[config.mk]
export PLATFORM = sky130hd
export DESIGN_NAME = rbb_back
export DESIGN_NICKNAME = d
export VERILOG_FILES = /design/src/rtl/rbb_pkg.sv /design/src/rtl/rbb_back.sv
export SDC_FILE = /design/constraint.sdc
export NUM_CORES = 1
export LEC_CHECK = 0
export ABC_AREA = 1
export BUFFER_PORTS_ARGS = -buffer_cell sky130_fd_sc_hd__buf_2
export CAP_MARGIN = 20
export CELL_PAD_IN_SITES_DETAIL_PLACEMENT = 0
export CELL_PAD_IN_SITES_GLOBAL_PLACEMENT = 1
export CORE_ASPECT_RATIO = 1.2
export CORE_MARGIN = 2
export CORE_UTILIZATION = 25
export DETAILED_ROUTE_END_ITERATION = 7
export GPL_ROUTABILITY_DRIVEN = 0
export HOLD_SLACK_MARGIN = 0.1
export PLACE_DENSITY = 0.52
export SLEW_MARGIN = 40
export SYNTH_ARGS = -nofsm -noshare
export SYNTH_HDL_FRONTEND = slang
export SYNTH_SLANG_ARGS = --single-unit
[constraint.sdc]
create_clock -name clk -period 3 [get_ports clk]
set_input_delay 0 -clock clk [delete_from_list [all_inputs] [get_ports clk]]
set_output_delay 0 -clock clk [all_outputs]
set_load 0.005 [all_outputs]
[src/rtl/rbb_pkg.sv]
`timescale 1ns / 1ps
// ----------------------------------------------------------------------------
// rbb_pkg
// shared types and constants of the rgb 3x3 box blur
// ----------------------------------------------------------------------------
package rbb_pkg;

    localparam int CH_W   = 8;
    localparam int PIX_W  = 3 * CH_W;
    localparam int SUM_W  = 12;          // nine 8-bit samples
    localparam int POS_W  = 10;          // width of reported positions
    localparam int DIM_W  = 11;          // width of the size registers
    localparam int QDEPTH = 4;
    localparam int QAW    = 2;

    // channel offsets inside a packed pixel {red, green, blue}
    localparam int RED_LO   = 2 * CH_W;
    localparam int GREEN_LO = CH_W;
    localparam int BLUE_LO  = 0;

    // s / 9 == (s * 7282) >> 16 for every s up to 9 * 255
    localparam int RECIP_W = 13;
    localparam logic [RECIP_W-1:0] RECIP_9 = 13'd7282;
    localparam int RECIP_SHIFT = 16;

    localparam int OUT_DATA_W = 48;
    localparam int OUT_PAD_W  = OUT_DATA_W - 2 * POS_W - PIX_W;

    localparam logic [DIM_W-1:0] DIM_RESET = 11'd1024;

    typedef enum logic
    {
        REG_WIDTH  = 1'b0,
        REG_HEIGHT = 1'b1
    } reg_idx_t;

    typedef struct packed
    {
        logic [SUM_W-1:0] sum_r;
        logic [SUM_W-1:0] sum_g;
        logic [SUM_W-1:0] sum_b;
        logic [PIX_W-1:0] pixel;
        logic [POS_W-1:0] row;
        logic [POS_W-1:0] col;
        logic             emit_int;
        logic             emit_bord;
    } rbb_entry_t;

endpackage

[src/rtl/rbb_back.sv]
`timescale 1ns / 1ps
// ----------------------------------------------------------------------------
// rbb_back
// divide by nine and emit one or two result beats per queue entry
// ----------------------------------------------------------------------------
module rbb_back
    import rbb_pkg::*;
(
    input  logic                  clk,
    input  logic                  rst_n,
    input  logic                  q_valid,
    input  rbb_entry_t            head,
    output logic                  pop,
    output logic                  out_valid,
    input  logic                  out_ready,
    output logic [OUT_DATA_W-1:0] out_data,
    output logic                  out_last
);

    logic               out_valid_reg, out_valid_next;
    logic               phase_reg, phase_next;
    logic [POS_W-1:0]   row_reg;
    logic [POS_W-1:0]   col_reg;
    logic [PIX_W-1:0]   pix_reg;
    logic               last_reg;

    logic               load;
    logic               sel_int;
    logic [SUM_W+RECIP_W-1:0] prod_r, prod_g, prod_b;
    logic [PIX_W-1:0]   blur;
    logic [POS_W-1:0]   res_row, res_col;
    logic [PIX_W-1:0]   res_pix;
    logic               res_last;

    assign prod_r = (SUM_W+RECIP_W)'(head.sum_r) * (SUM_W+RECIP_W)'(RECIP_9);
    assign prod_g = (SUM_W+RECIP_W)'(head.sum_g) * (SUM_W+RECIP_W)'(RECIP_9);
    assign prod_b = (SUM_W+RECIP_W)'(head.sum_b) * (SUM_W+RECIP_W)'(RECIP_9);
    assign blur   = {prod_r[RECIP_SHIFT +: CH_W], prod_g[RECIP_SHIFT +: CH_W],
                     prod_b[RECIP_SHIFT +: CH_W]};

    assign load    = q_valid && (!out_valid_reg || out_ready);
    assign sel_int = head.emit_int && !phase_reg;

    always_comb
    begin
        if (sel_int)
        begin
            res_row  = head.row - 1'b1;
            res_col  = head.col - 1'b1;
            res_pix  = blur;
            res_last = !head.emit_bord;
        end
        else
        begin
            res_row  = head.row;
            res_col  = head.col;
            res_pix  = head.pixel;
            res_last = 1'b1;
        end
    end

    assign pop = load && res_last;

    always_comb
    begin
        phase_next     = phase_reg;
        out_valid_next = out_valid_reg;
        if (load)
        begin
            phase_next     = !res_last;
            out_valid_next = 1'b1;
        end
        else if (out_ready)
        begin
            out_valid_next = 1'b0;
        end
    end

    always_ff @(posedge clk or negedge rst_n)
    begin
        if (!rst_n)
        begin
            out_valid_reg <= 1'b0;
            phase_reg     <= 1'b0;
        end
        else
        begin
            out_valid_reg <= out_valid_next;
            phase_reg     <= phase_next;
        end
    end

    always_ff @(posedge clk)
    begin
        if (load)
        begin
            row_reg  <= res_row;
            col_reg  <= res_col;
            pix_reg  <= res_pix;
            last_reg <= res_last;
        end
    end

    assign out_valid = out_valid_reg;
    assign out_last  = last_reg;
    assign out_data  = {{OUT_PAD_W{1'b0}},
                        pix_reg[BLUE_LO +: CH_W], pix_reg[GREEN_LO +: CH_W],
                        pix_reg[RED_LO +: CH_W], col_reg, row_reg};

`ifndef SYNTHESIS
    a_phase_head: assert property (@(posedge clk) disable iff (!rst_n)
        phase_reg |-> (q_valid && head.emit_int && head.emit_bord))
        else $error("second beat pending without a two-result entry");
`endif

endmodule

; ---- Word-level counts from Yosys, hierarchy flattened
; Cells that the tools add are included.
; W data, S select, Z words.
[classes]
n_mux = 6
multipliers = 3
add_sub_neg = 2
n_reduce_logical = 9
[op_table]
columns = op, n
row1 = $mul A12 B12 Y23 const B, 3
row2 = $mux W24, 1
row3 = $mux W10, 2
row4 = $sub A10 B1 Y10 const B, 2
row5 = $logic_not A1 Y1, 4
row6 = $logic_and A1 B1 Y1, 3
row7 = $mux W1, 3
row8 = $reduce_bool A2 Y1, 1
row9 = $logic_or A1 B1 Y1, 1
[word_totals]
word_cells = 26
output_inout_bits = 51
ff_bits = 47

; ---- Depth between registers and ports, before layout
[depth]
depth_word = 4
depth_mapped = 22

; ---- Least setup slack after synthesis
; No wires, ideal clock.
[synth_timing]
path_type = input-to-reg
startpoint = input port head[53] (netlist name)
endpoint = register pix_reg[3], data pin
n_path_buf = 0
cell_stages = 20
setup_ps = 261
slack_ps = -870
t_arrival_ps = 3609
required_time_ps = 2739
path_cell_list = inv_1 > fa_1 > inv_1 > ha_1 > inv_1 > fa_1 > inv_1 > fa_1 > inv_1 > fa_1 > inv_1 > ha_1 > nand2_1 > inv_1 > nand2_1 > nand2_1 > a21oi_1 > nand2_1 > o21ai_0 > o21ai_0
[synth_via]
elab_chain_len = 2
[synth_rtl]
columns = item, line_no
row1 = "start, declared", rbb_back.sv:12  ; input rbb_entry_t head,
row2 = $mul A12 B12 Y23, rbb_back.sv:37  ; assign prod_b = (SUM_W+RECIP_W)'(head.sum_b) * (SUM_W+RECIP_W)'(RECIP_9);
row3 = $mux W24, rbb_back.sv:46  ; if (sel_int)
row4 = via res_pix[3], rbb_back.sv:32  ; logic [PIX_W-1:0] res_pix;
row5 = "end signal, assigned", rbb_back.sv:99  ; pix_reg <= res_pix;
row6 = "end, declared", rbb_back.sv:24  ; logic [PIX_W-1:0] pix_reg;
; The timed path passes the listed nets, and every way through them passes these cells.
; A chain may end at the register's enable or synchronous reset.

; ---- Final worst setup path
[layout_timing]
startpoint = input port head[78] (netlist name)
endpoint = register pix_reg[18], data pin
[layout_via]
elab_chain_len = 2
[layout_rtl]
columns = item, line_no
row1 = $mul A12 B12 Y23, rbb_back.sv:35  ; assign prod_r = (SUM_W+RECIP_W)'(head.sum_r) * (SUM_W+RECIP_W)'(RECIP_9);
row2 = $mux W24, rbb_back.sv:46
row3 = via res_pix[18], rbb_back.sv:32
; The timed path passes the listed nets, and every way through them passes these cells.

==> impl.org <==
** Synth
- The synthesized design spends more area on one cell type than any other, namely ha_1.
- Ranked by total cell area, the synthesized netlist is headed by ha_1 (28%), fa_1 (19%), edfxtp_1 (15%).
- Sequential element share of the synthesized area :: 15.3%
- The most used flip-flop cell after synthesis is edfxtp_1.
- After synthesis, the netlist uses 36 different library cells.
- Post-synthesis area per instance :: 8.21 sq um
- In this run, synthesis produced a sequential element count of 47.
- Portion of synthesized cell area occupied by the leading cell type :: 27.6%
- The cell count after synthesis came out at 1,118.
- The Yosys step of the flow raised 0 warnings.
- Most numerous cell in the Yosys netlist :: inv_1
- Leading cell types by count after synthesis :: inv_1 (247), nand2_1 (235), ha_1 (202)
- Yosys mapped a number of flops with a built-in enable equal to 45.
- For this run, asynchronously set or reset flops after synthesis account for 4.26%.
- Combined area of all synthesized cells :: 9170 sq um

** Setup path
- Worst flop-to-flop path startpoint :: phase_reg
- Startpoint class of the critical path :: input port
- Worst path slowest cell :: fa_1
- For the worst setup path, the data arrival time is 3.67 ns.
- The worst setup path is of the in2reg kind.
- In this design, the critical path's most frequently occurring cell is inv_2.
- Tracing the worst setup path back leads to its startpoint at head[78].
- Largest delay contributor family on the critical path :: adder cells
- Required time at the endpoint of the critical path :: 3.05 ns
- Maximum fanout count along the critical path :: 3
- On the worst path, the slowest cell contributes a delay of 0.55 ns.
- The signal on the critical path passes through buf_12, inv_12, fa_1, inv_2, ha_4, inv_2, fa_1, inv_2, fa_1, inv_2, fa_1, inv_2, ha_4, a21oi_4, inv_1, nor2_1, nor3_1, nor2_1, nand3b_1, nand3_1, nand2_1.
- STA classifies the critical path endpoint as a register.
- Together, buffers and inverters on the worst path number 8.

** Drt
- Number of vias per cell :: 4.19
- Wires add up to 26,600 um.
- For this block, the initial DRC count from the detailed router was 204.
- Vias after detailed routing :: 8,294
- Remaining number of nets flagged by the antenna check after routing :: 0
- Wire length per cell after detailed routing :: 13.4 um
- DR pass1 iterations :: 4
- DRC Markers :: 0

** Power and ir drop
- Relative contribution of the clock network to total power :: 4.9%
- Internal power :: 7010 uW
- Net switching power of the design :: 6660 uW
- Combinational logic burns 88.7% of the power.
- Dividing total power by cell area gives a power density of 991 nW/um^2.
- Power comes to 13,700 uW.
- Across the VDD grid, the largest voltage drop is 0.000497 V.
- Switching power as a share of total power :: 48.7%
- Lkg Pwr :: 0.00725 uW
- Sequential cells burn 6.4% of the power.

** STA
- The worst path uses 120% of the clock period.
- For the pin with the worst max-slew slack, the measured transition is 0.535 ns.
- Measured against its own limit, the worst slew margin works out to 64.3%.
- Clk_skew :: 0.00694 ns
- The tightest hold path in the finished design has a slack of 0.104 ns.
- Finish-stage setup viols :: 24
- Hold Fails Final Rpt :: 0
- Peak Freq :: 0.277 GHz
- Across all setup checks in the final design, the least slack found is -0.613 ns.
- Final number of max-transition violations :: 0
- Unrepaired setup endpoints after global routing :: true
- Post-route minimum period :: 3.61 ns

** GRT
- Met3 Use GR :: 0.603%
- Routing usage on met1 :: 18.2%
- Via count of the first global-routing pass :: 8,817
- Global-route met2 utilization :: 26.4%
- The initial antenna violation count was 0.
- Remaining global-route overflow :: 0
- Global routing consumed, over all layers together, 14.3% of the routing resources.
- The first global-routing pass estimated 43,100 um of wire.
- Pin count of the biggest net entering global routing :: 29
- Global-route layer with the greatest usage :: met2

** Cells and area
- The post-route netlist has 36.6% of its cells at a drive strength greater than 1.
- The register with the most flip-flops in the layout has 24 of them.
- The number of antenna diodes in the final layout is 0.
- Number of inserted filler cells in the final layout :: 3,738
- At the end of the flow, the number of nets in the layout was 1,887.
- Synth-to-layout area growth :: 50.3%

** Floorplan
- Initial core utilization :: 25.5%
- From bottom edge to top edge, the die measures 214 um.
- The die covers 38,300 sq um.
- Measured along the x axis, the die boundary spans 179 um.
- Ports :: 137
- The floorplan has 76 rows.
- Area inside the core boundary :: 36,000 sq um

** Worst hold path
- Worst hold path class :: in2reg
- The startpoint identified for the worst hold timing path is head[42].

** CTS
- TritonCTS clock tree :: done
- In this run, CTS created clock tree buffers numbering 5.
- CTS built an H-tree with a depth of 2.
- Clk Latency, worst-skew pair :: 0.30 ns
- Longest Clk Path Bufs :: 2
- Total clock sinks :: 47
- Clk root buf :: clkbuf_16
- Worst-path clk slew :: 0.08 ns

** Job
- The tool flagged a number of max-cap violations equal to 0.

** Outcome
- Result of the run :: complete, but fails checks
- The checks that failed: negative setup slack.

** Placement
- Port-buffer cells :: 132
- Post-placement setup slack :: -1.15 ns
- Once detailed placement completed, the half-perimeter wirelength came to 23,600 um.
==> tightest hold or removal path, stage by stage <==
cell and delay [ns]:
buf_2 0.08, nand2_1 0.11, nand2_2 0.11
==> per-layer routing <==
layer	share of wire, %	routed length, um	up-vias
met4	1.8	474	0
met3	2.3	619	18
met2	50	13400	118
met1	45	12100	3818
li1	-	-	4340
met5	0	0	-
==> repair_timing <==
action,in CTS,in global routing
setup buffers,5,6
hold buffers,48,0
resized for setup,129,73
endpoints found under the hold margin,45,0
endpoints found under the setup margin,24,24
pin swaps,63,57
==> stage by stage <==
stage	util, %	std cells	instance area (sq um)	setup TNS (ns)
after floorplan	-	1121	9400	-13.88
after global placement	33.6	1915	12100	-23.35
after detailed placement	33.6	1915	12100	-23.66
after CTS	37.3	1975	13400	-12.98
after global routing	38.3	1981	13800	-16.87
final	38.3	1981	13800	-12.39
==> cells in the final DEF, fill, tap and decap left out, types with 3 or more instances in the layout <==
| master | netlist | final |
|---|---|---|
| ha_1 | 202 | 162 |
| ha_4 | 0 | 38 |
| nor4_2 | 0 | 3 |
| o21ai_0 | 15 | 5 |
| nor3_2 | 1 | 9 |
| clkinvlp_4 | 0 | 4 |
| nor2_1 | 63 | 44 |
| dlygate4sd3_1 | 0 | 48 |
| buf_8 | 0 | 3 |
| o21bai_1 | 12 | 11 |
| o21ai_2 | 0 | 4 |
| xnor2_1 | 10 | 10 |
| nand2_2 | 6 | 30 |
| xor2_1 | 19 | 19 |
| a21o_1 | 7 | 7 |
| nand2_4 | 0 | 6 |
| fa_1 | 87 | 87 |
| nand3b_1 | 6 | 6 |
| buf_4 | 4 | 211 |
| buf_2 | 3 | 120 |
| inv_2 | 2 | 33 |
| inv_4 | 0 | 5 |
| a21oi_2 | 0 | 14 |
| edfxtp_1 | 45 | 45 |
| o21ai_1 | 0 | 5 |
| clkbuf_16 | 0 | 5 |
| inv_1 | 247 | 207 |
| a21oi_4 | 0 | 5 |
| conb_1 | 1 | 4 |
| nand3_2 | 1 | 12 |
| nor3_1 | 14 | 4 |
| nor2_2 | 3 | 16 |
| buf_6 | 1 | 10 |
| a31oi_1 | 3 | 3 |
| nor2_4 | 2 | 8 |
| o21a_1 | 5 | 5 |
| nand3_1 | 62 | 50 |
| a21oi_1 | 43 | 24 |
| nand2_1 | 235 | 203 |
| nand4_1 | 6 | 6 |
==> power by group through the flow <==
stage,clock [uW],combinational (uW),sequential (uW)
after floorplan,0,5810,902
after global placement,0,9800,892
after detailed placement,0,9760,893
after CTS,707,11400,878
after global routing,727,13500,884
final,674,12100,875
==> final cells by class <==
class / count / area [sq um] / share of cell area [%]
inverters: 249 / 971 / 7.04
clock buffers: 5 / 125 / 0.908
clock inverters: 3 / 46.3 / 0.336
multi-input cells: 815 / 7790 / 56.5
flip-flops and latches: 47 / 1400 / 10.2
repair buffers: 394 / 2860 / 20.8
well taps: 468 / 586 / 4.25
==> path summary, 6_finish.rpt <==
kind	end	slack (ns)	depth (start not counted)
min reg2reg	phase_reg	0.53	2
max reg2reg	row_reg[8]	0.77	9
min	pix_reg[20]	0.10	3
max	pix_reg[18]	-0.61	21
max in group asynchronous	phase_reg	2.32	3
min in group asynchronous	out_valid	0.55	3
==> logic make-up after synthesis <==
logic type	Yosys count	synth area share (%)
xor+xnor	29	2.77
flops	47	15.3
compound gates	88	5.58
buf+inv	259	10.9
simple gates	405	18.9
other cells	1	0.0409
fa+ha+maj	289	46.5
Power figures use the tool's default switching activity.
