**src/rtl/rbb_pkg.sv**
```systemverilog
`timescale 1ns / 1ps
// ----------------------------------------------------------------------------
// rbb_pkg
// shared types and constants of the rgb 3x3 box blur
// ----------------------------------------------------------------------------
package rbb_pkg;

    localparam int CH_W   = 8;
    localparam int PIX_W  = 3 * CH_W;
    localparam int SUM_W  = 12;          // nine 8-bit samples
    localparam int POS_W  = 10;          // width of reported positions
    localparam int DIM_W  = 11;          // width of the size registers
    localparam int QDEPTH = 4;
    localparam int QAW    = 2;

    // channel offsets inside a packed pixel {red, green, blue}
    localparam int RED_LO   = 2 * CH_W;
    localparam int GREEN_LO = CH_W;
    localparam int BLUE_LO  = 0;

    // s / 9 == (s * 7282) >> 16 for every s up to 9 * 255
    localparam int RECIP_W = 13;
    localparam logic [RECIP_W-1:0] RECIP_9 = 13'd7282;
    localparam int RECIP_SHIFT = 16;

    localparam int OUT_DATA_W = 48;
    localparam int OUT_PAD_W  = OUT_DATA_W - 2 * POS_W - PIX_W;

    localparam logic [DIM_W-1:0] DIM_RESET = 11'd1024;

    typedef enum logic
    {
        REG_WIDTH  = 1'b0,
        REG_HEIGHT = 1'b1
    } reg_idx_t;

    typedef struct packed
    {
        logic [SUM_W-1:0] sum_r;
        logic [SUM_W-1:0] sum_g;
        logic [SUM_W-1:0] sum_b;
        logic [PIX_W-1:0] pixel;
        logic [POS_W-1:0] row;
        logic [POS_W-1:0] col;
        logic             emit_int;
        logic             emit_bord;
    } rbb_entry_t;

endpackage

```
**src/rtl/rbb_queue.sv**
```systemverilog
`timescale 1ns / 1ps
// ----------------------------------------------------------------------------
// rbb_queue
// short register fifo between the sum stage and the output sequencer
// ----------------------------------------------------------------------------
module rbb_queue
    import rbb_pkg::*;
(
    input  logic        clk,
    input  logic        rst_n,
    input  logic        push,
    input  rbb_entry_t  push_entry,
    input  logic        pop,
    output rbb_entry_t  head,
    output logic [QAW:0] count
);

    rbb_entry_t     slot_reg [QDEPTH];
    logic [QAW-1:0] wr_ptr_reg;
    logic [QAW-1:0] rd_ptr_reg;
    logic [QAW:0]   count_reg;

    assign head  = slot_reg[rd_ptr_reg];
    assign count = count_reg;

    always_ff @(posedge clk or negedge rst_n)
    begin
        if (!rst_n)
        begin
            wr_ptr_reg <= '0;
            rd_ptr_reg <= '0;
            count_reg  <= '0;
        end
        else
        begin
            if (push)
            begin
                wr_ptr_reg <= wr_ptr_reg + 1'b1;
            end
            if (pop)
            begin
                rd_ptr_reg <= rd_ptr_reg + 1'b1;
            end
            case ({push, pop})
                2'b10:   count_reg <= count_reg + 1'b1;
                2'b01:   count_reg <= count_reg - 1'b1;
                default: count_reg <= count_reg;
            endcase
        end
    end

    always_ff @(posedge clk)
    begin
        if (push)
        begin
            slot_reg[wr_ptr_reg] <= push_entry;
        end
    end

endmodule

```
**config.mk**
```make
export PLATFORM = sky130hd
export DESIGN_NAME = rbb_queue
export DESIGN_NICKNAME = d
export VERILOG_FILES = /design/src/rtl/rbb_pkg.sv /design/src/rtl/rbb_queue.sv
export SDC_FILE = /design/constraint.sdc
export NUM_CORES = 1
export LEC_CHECK = 0
export BUFFER_PORTS_ARGS = -buffer_cell sky130_fd_sc_hd__buf_2
export CELL_PAD_IN_SITES_DETAIL_PLACEMENT = 1
export CELL_PAD_IN_SITES_GLOBAL_PLACEMENT = 1
export CORE_ASPECT_RATIO = 1.4
export CORE_MARGIN = 5
export CORE_UTILIZATION = 30
export CTS_CLUSTER_DIAMETER = 80
export CTS_CLUSTER_SIZE = 12
export DETAILED_ROUTE_END_ITERATION = 8
export PLACE_DENSITY_LB_ADDON = 0.1
export SYNTH_ARGS = -nofsm -noshare
export SYNTH_HDL_FRONTEND = slang
export SYNTH_SLANG_ARGS = --single-unit
```
**constraint.sdc**
```tcl
create_clock -name clk -period 9.4 [get_ports clk]
set_clock_uncertainty 0.2 [all_clocks]
set_input_delay 1.88 -clock clk [delete_from_list [all_inputs] [get_ports clk]]
set_output_delay 1.88 -clock clk [all_outputs]
set_load 0.1 [all_outputs]
```
Word-level counts from Yosys, hierarchy flattened
Memory sizes are Yosys's and may differ from the RTL's.
Index checks and enable logic that the tools add are counted.
{"block": "op_classes", "muxes": 3, "addsub": 4, "reduce_logical": 1, "eq_ne": 2}
{"operator": "$pmux W3 S2", "n": 1}
{"operator": "$add A2 B1 Y2 const B", "n": 2}
{"operator": "$add A3 B1 Y3 const B", "n": 1}
{"operator": "$sub A3 B1 Y3 const B", "n": 1}
{"operator": "$eq A2 B1 Y1 const B", "n": 1}
{"operator": "$eq A2 B2 Y1 const B", "n": 1}
{"operator": "$mux W1", "n": 2}
{"operator": "$reduce_bool A2 Y1", "n": 1}
{"block": "totals", "ram_bits": 328, "input_bits": 86, "regBits": 7, "elab_cells": 14, "mem_count": 1}
{"name": "slot_reg", "words": 4, "word_bits": 82, "read_ports": 1, "rd_ports_with_merged_regs": 0, "write_ports": 1, "line": "rbb_queue.sv:18", "source": "rbb_entry_t slot_reg [QDEPTH];"}

Longest topological paths before layout
Gate-level depths: netlist (run 1).
{"block": "depth", "ltp_word": 2, "ltp_mapped": 7}

Worst setup path before layout (run 1)
No wires, ideal clock.
{"block": "synth_timing", "path_kind": "input to register", "start": "input push", "end": "memory slot_reg[0][0] (netlist bit) (enable)", "path_slack_ps": 4963, "setup_time_ps": 449, "stages": 1, "arrival_time_ps": 3788, "required_time_ps": 8751, "path_cell_list": "and2_1"}
{"block": "synth_between", "elab_chain_cells": 2}
{"element": "start, declared", "line": "rbb_queue.sv:11", "source": "input logic push,"}
{"element": "$mux W1", "line": "rbb_queue.sv:54", "source": "if (push)"}
{"element": "$mux W1 (implied by the code)", "line": "rbb_queue.sv:56", "source": "slot_reg[wr_ptr_reg] <= push_entry;"}
{"element": "end, declared", "line": "rbb_queue.sv:18"}
No other way between the ends.

==> results of run 1 <==
-- layout by cell type, fill, tap and decap left out, drive strengths merged --
cell,n
xnor2,2
dfrtp,7
ha,5
nand2,2
fa,1
mux4,82
and2,4
mux2i,1
o21ai,1
inv,6
buf,176
edfxtp,328
xor2,4
clkbuf,44
nor2,1
-- cells by family (layout without fill, tap and decap cells) --
kind of cell / after synthesis / in the layout / share of synthesized area, %
DFF: 335 / 335 / 82.0
muxes: 83 / 83 / 15.2
buffers and inverters: 24 / 226 / 1.31
and+or+nand+nor: 7 / 7 / 0.297
adders and majority gates: 6 / 6 / 0.676
xor gates and xnor gates: 6 / 6 / 0.430
AOI/OAI and AO/OA: 1 / 1 / 0.0409
-- worst max-delay path: cells and delay by family, from the launching register on --
kind	cells	cell delay (ns)
multiplexers	1	0.64
flip-flops	1	0.97
buffers and inverters	2	1.18
-- path summary, 6_finish.rpt --
| check | startpoint | cells after the start | slack, ns | end |
|---|---|---|---|---|
| worst min register to register | count[2]$_DFFE_PN0P_ | 1 | 0.27 | count[2]$_DFFE_PN0P_ |
| worst min-delay path | count[2]$_DFFE_PN0P_ | 1 | 0.27 | count[2]$_DFFE_PN0P_ |
| worst max-delay path | rd_ptr_reg[0]$_DFFE_PN0P_ | 3 | 3.91 | head[17] |
| min in group asynchronous | rst_n | 1 | 0.96 | count[2]$_DFFE_PN0P_ |
| worst max register to register | wr_ptr_reg[0]$_DFFE_PN0P_ | 4 | 6.78 | slot_reg[0][16]$_DFFE_PP_ |
| max in group asynchronous | rst_n | 1 | 7.84 | rd_ptr_reg[1]$_DFFE_PN0P_ |
-- per-stage QoR --
step,utilization [%],area [sq um],setup slack [ns]
final,36.0,14500,3.91
after global routing,36.0,14500,3.56
after CTS,36.0,14500,3.67
after detailed placement,33.9,13700,4.30
after global placement,33.9,13700,4.28
after floorplan,-,12200,4.96
-- layout make-up --
class                   instances  area (sq um)
multi-input cells             103          2040
fillers                      3929         25800
flip-flops and latches        335         10000
clock buffers                  44           825
well taps                     534           668
repair buffers                176           896
inverters                       6          22.5
-- metal layers --
layer	share of wire (%)	track usage [%]
met5	0.10	0
met4	2.3	3.44
met3	4.5	2.32
met2	55	21.8
met1	38	13.1
-- cells in the mapped netlist (all sizes together) --
cell type / number
xor2: 4
mux2i: 1
nor2: 1
edfxtp: 328
nand2: 2
buf: 17
clkbuf: 1
o21ai: 1
and2: 4
ha: 5
xnor2: 2
mux4: 82
inv: 6
dfrtp: 7
fa: 1
==> flow_summary.json, run 1 <==
{
  "status": "complete, no violations",
  "flow.area_growth_from_synthesis_pct": 18.6,
  "syn_inst": 462,
  "maxSlewViolCount": 0,
  "cp_cell_sequence": "buf_4 -> mux4_2 -> buf_2",
  "ios": 171,
  "routed_wirelength_microns": 26300,
  "cts-htree-levels": 1,
  "number_of_search_and_repair_iterations_in_the_first_detailed_routing_pass": 4,
  "overall_routing_resource_usage_pct": 11.5,
  "critical-path-max-stage-delay_ns": 0.97,
  "fp.dieW_microns": 181,
  "yosysTopAreaCell": "edfxtp_1",
  "maximum_number_of_pins_on_one_net_before_global_route_repair": 51,
  "fp.dieH_microns": 249,
  "largest_register_ff_count": 328,
  "worst_path_arrival_time_ns": 3.41,
  "synth.cell_area_sq_um": 12200,
  "count_of_endpoints_failing_setup_in_the_final_report": 0,
  "cts.hold.buffers_added": 0,
  "post_cts_resized": 0,
  "tns_ns": 0,
  "timing.final.crit_period_ns": 5.49,
  "grt_first_pass_wirelength_microns": 39700,
  "clkTransAtPathRegs_ns": 0.06,
  "crit_required_ns": 7.32,
  "synth_top_area_share_pct": 80.6,
  "numPortBuffers": 170,
  "clock_insertion_delay_worst_skew_ns": 0.56,
  "gr-total-overflow": 0,
  "route.detailed.drc": 0,
  "setup.worst_path.class": "reg2out",
  "drv.max_cap_violation_count": 0,
  "floorplan.die_area_sq_um": 44900,
  "post_layout_nonfiller_instances": 1198,
  "tritoncts": "built",
  "post-route-period-util_pct": 58.4,
  "initial_utilization_pct": 30.3,
  "rsz_0062_raised_after_global_routing": "false",
  "cts.sink_count": 335,
  "cts.repair_timing.setup_buffer_count": 0,
  "fmaxAchievable_ghz": 0.182,
  "hold_ws_ns": 0.275,
  "start_kind": "register",
  "viasPerCell": 4.49,
  "slowest_library_cell_on_the_worst_path": "dfrtp_4",
  "synth_fp_nets": 554,
  "timing_hold_violations_final": 0,
  "timing.critical_path.fanout_max": 45,
  "post-place-cells": 1154,
  "globalplace.congestion": 0.667,
  "drt.antenna.violating_nets": 0,
  "antenna_found_initial": 2,
  "ys_seq_elements": 335,
  "antenna_cells_inserted": 0,
  "syn-mean-instance-area_sq_um": 26.4,
  "clock-root-buffer": "clkbuf_16",
  "grt_pass1_vias": 6346,
  "core_area_sq_um": 40300,
  "clock_path_buffers": 3,
  "yosysWarningCount": 0,
  "synth.yosys.seq_area_share_pct": 82.0,
  "route.detailed.wl_per_inst_microns": 22.0,
  "drtIter0Drc": 269,
  "rows": 87,
  "layout-drive-gt1-share_pct": 44.4,
  "min_path_type": "reg2reg",
  "max-slew-margin-rel_pct": 36.9,
  "detailed_place_hpwl_microns": 15700,
  "netlist_top_cells_area": "edfxtp_1 (81%), mux4_2 (15%), dfrtp_1 (1.4%), buf_6 (0.65%), ha_1 (0.51%)",
  "cts-buffers-inserted": 31,
  "worstMarginPinSlew_ns": 0.947,
  "synth.lib_cells_used.distinct": 17,
  "end_kind": "output pin",
  "route.vias.total": 5378,
  "num-nets-final": 745
}
Power of run 1 is left out: the tool's default activity adds up to more than one toggle a clock period on the data nets, which glitch-free logic cannot reach.
==> run 2: changes to the inputs <==
--- a/config.mk
+++ b/config.mk
@@ -5,6 +5,7 @@
 export SDC_FILE = /design/constraint.sdc
 export NUM_CORES = 1
 export LEC_CHECK = 0
+export ABC_AREA = 1
 export BUFFER_PORTS_ARGS = -buffer_cell sky130_fd_sc_hd__buf_2
 export CELL_PAD_IN_SITES_DETAIL_PLACEMENT = 1
 export CELL_PAD_IN_SITES_GLOBAL_PLACEMENT = 1
==> constraint.sdc (replaced) <==
create_clock -name clk -period 4.51 [get_ports clk]
set_clock_uncertainty 0.2 [all_clocks]
set_input_delay 0.902 -clock clk [delete_from_list [all_inputs] [get_ports clk]]
set_output_delay 0.902 -clock clk [all_outputs]
set_load 0.1 [all_outputs]
==> flow_summary.json, run 2 <==
{
  "status": "complete, no violations",
  "largest_register_ff_count": 328,
  "setup.worst_path.class": "reg2out",
  "grt_pass1_vias": 8520,
  "route.detailed.drc": 0,
  "ios": 171,
  "cts-htree-levels": 1,
  "syn-mean-instance-area_sq_um": 13.5,
  "start_kind": "register",
  "postLayoutCoreUtil_pct": 35.0,
  "worstMarginPinSlew_ns": 0.847,
  "drtIter0Drc": 285,
  "synth_fp_nets": 1096,
  "wl_met1_microns": 13900,
  "drt.antenna.violating_nets": 0,
  "yosysWarningCount": 0,
  "worst_path_arrival_time_ns": 2.76,
  "viasPerCell": 4.53,
  "met2WireLength_microns": 17400,
  "ys_async_sr_fraction_pct": 2.09,
  "post-route-period-util_pct": 85.5,
  "fp.dieW_microns": 189,
  "synth_top_area_share_pct": 72.9,
  "clock-root-buffer": "clkbuf_16",
  "layout.cells.most_common": "edfxtp_1",
  "clock_insertion_delay_worst_skew_ns": 0.56,
  "edff_count_synth": 328,
  "fp.dieH_microns": 261,
  "crit_required_ns": 3.41,
  "synth.yosys.seq_area_share_pct": 74.2,
  "detailed_place_hpwl_microns": 19500,
  "most_frequent_cells_in_the_layout": "edfxtp_1 (328), nand2_1 (257), inv_1 (173)",
  "end_kind": "output pin",
  "globalplace.congestion": 0.689,
  "netlist_top_cells_area": "edfxtp_1 (73%), o211ai_1 (9.1%), nand2_1 (7.1%), inv_1 (4.9%), buf_6 (2.8%)",
  "min_path_type": "reg2reg",
  "setup_ws_ns": 0.652,
  "routed_wirelength_microns": 33100,
  "cts.sink_count": 335,
  "synth.cell_area_sq_um": 13500,
  "overall_routing_resource_usage_pct": 13.2,
  "highest_layer": "met5",
  "dr_wl_met3_microns": 1300,
  "count_of_endpoints_failing_setup_in_the_final_report": 0,
  "flow.area_growth_from_synthesis_pct": 16.0,
  "maxSlewViolCount": 0,
  "num-nets-final": 1260,
  "max-slew-margin-rel_pct": 43.5,
  "cts-buffers-inserted": 31,
  "clock_path_buffers": 3,
  "syn_inst": 1004,
  "numPortBuffers": 170,
  "final.fill_count": 4761,
  "cts.repair_timing.setup_buffer_count": 0,
  "ys_seq_elements": 335,
  "timing.final.crit_period_ns": 3.86,
  "initial_utilization_pct": 30.2,
  "grt_first_pass_wirelength_microns": 50600,
  "place_worst_setup_slack_ns": 1.18,
  "synth.lib_cells_used.distinct": 15,
  "ys_top_cells_by_count": "edfxtp_1 (328), nand2_1 (257), inv_1 (178)",
  "yosysTopAreaCell": "edfxtp_1",
  "rows": 92,
  "synthFlopType": "edfxtp_1",
  "rsz_0062_raised_after_global_routing": "false",
  "post_cts_resized": 0,
  "floorplan.die_area_sq_um": 49500,
  "number_of_search_and_repair_iterations_in_the_first_detailed_routing_pass": 4,
  "route.detailed.wl_per_inst_microns": 18.8,
  "timing.critical_path.fanout_max": 57,
  "leading_cell_type_by_number_of_instances_after_synthesis": "edfxtp_1",
  "antenna_found_initial": 4,
  "fmaxAchievable_ghz": 0.259,
  "route.vias.total": 7959,
  "tritoncts": "built",
  "clkTransAtPathRegs_ns": 0.06,
  "gr-total-overflow": 0,
  "timing_hold_violations_final": 0,
  "maximum_number_of_pins_on_one_net_before_global_route_repair": 73,
  "core_area_sq_um": 44800,
  "drv.max_cap_violation_count": 0,
  "tns_ns": 0,
  "layout-drive-gt1-share_pct": 18.8
}
[run 2: repair_timing]
action	CTS	global route
hold buffers	1	0
endpoints found under the hold margin	7	0
setup endpoints to repair	0	0
[run 2: worst paths after layout]
| kind | slack, ns | cells past startpoint | from | end |
|---|---|---|---|---|
| worst max-delay path | 0.65 | 4 | rd_ptr_reg[1]$_DFFE_PN0P_ | head[61] |
| worst min-delay path | 0.29 | 1 | count[0]$_DFFE_PN0P_ | count[0]$_DFFE_PN0P_ |
| worst max register to register | 2.22 | 5 | wr_ptr_reg[1]$_DFFE_PN0P_ | slot_reg[1][19]$_DFFE_PP_ |
| worst min register to register | 0.29 | 1 | count[0]$_DFFE_PN0P_ | count[0]$_DFFE_PN0P_ |
| max in group asynchronous | 3.39 | 2 | rst_n | rd_ptr_reg[1]$_DFFE_PN0P_ |
| min in group asynchronous | 0.51 | 2 | rst_n | count[2]$_DFFE_PN0P_ |
[run 2: cell type report]
class / count / area [sq um] / share of cell area (%)
timing repair buffer: 187 / 1060 / 6.73
clock buffer: 57 / 873 / 5.57
inverter: 178 / 679 / 4.33
antenna: 2 / 5.00 / 0.0319
sequential: 335 / 10000 / 64.0
multi-input combinational: 435 / 2330 / 14.9
tap: 564 / 706 / 4.50
[run 2: kinds of logic (layout without fill, tap and decap cells)]
group / after synthesis / after routing / share of synthesized area (%)
flops: 335 / 335 / 74.2
simple gates: 259 / 259 / 7.22
buf+inv: 234 / 422 / 8.57
compound gates: 166 / 166 / 9.18
fa+ha+maj: 6 / 6 / 0.611
xor+xnor: 4 / 4 / 0.259
other cells: 0 / 2 / 0
[run 2: critical path: stages (launching register included)]
cell and delay [ns]:
dfrtp_4 0.97, buf_4 0.49, o211ai_1 0.18, nand2_1 0.11, buf_2 0.43
[run 2: routing by layer]
metal  vias to the layer above  GRT usage [%]
met5                         -              0
met4                         4           3.18
met3                        42           2.37
met2                       120           24.4
met1                      3970           16.1
li1                       3823              -
[run 2: stage by stage]
step,hold slack [ns],instances,instance area (sq um)
2_1_floorplan,0.291,1004,13500
3_3_place_gp,0.282,1698,14800
3_5_place_dp,0.286,1698,14800
4_1_cts,0.303,1756,15700
5_1_grt,0.319,1756,15700
6_report,0.294,1758,15700
Power of run 2 is left out for the same reason.
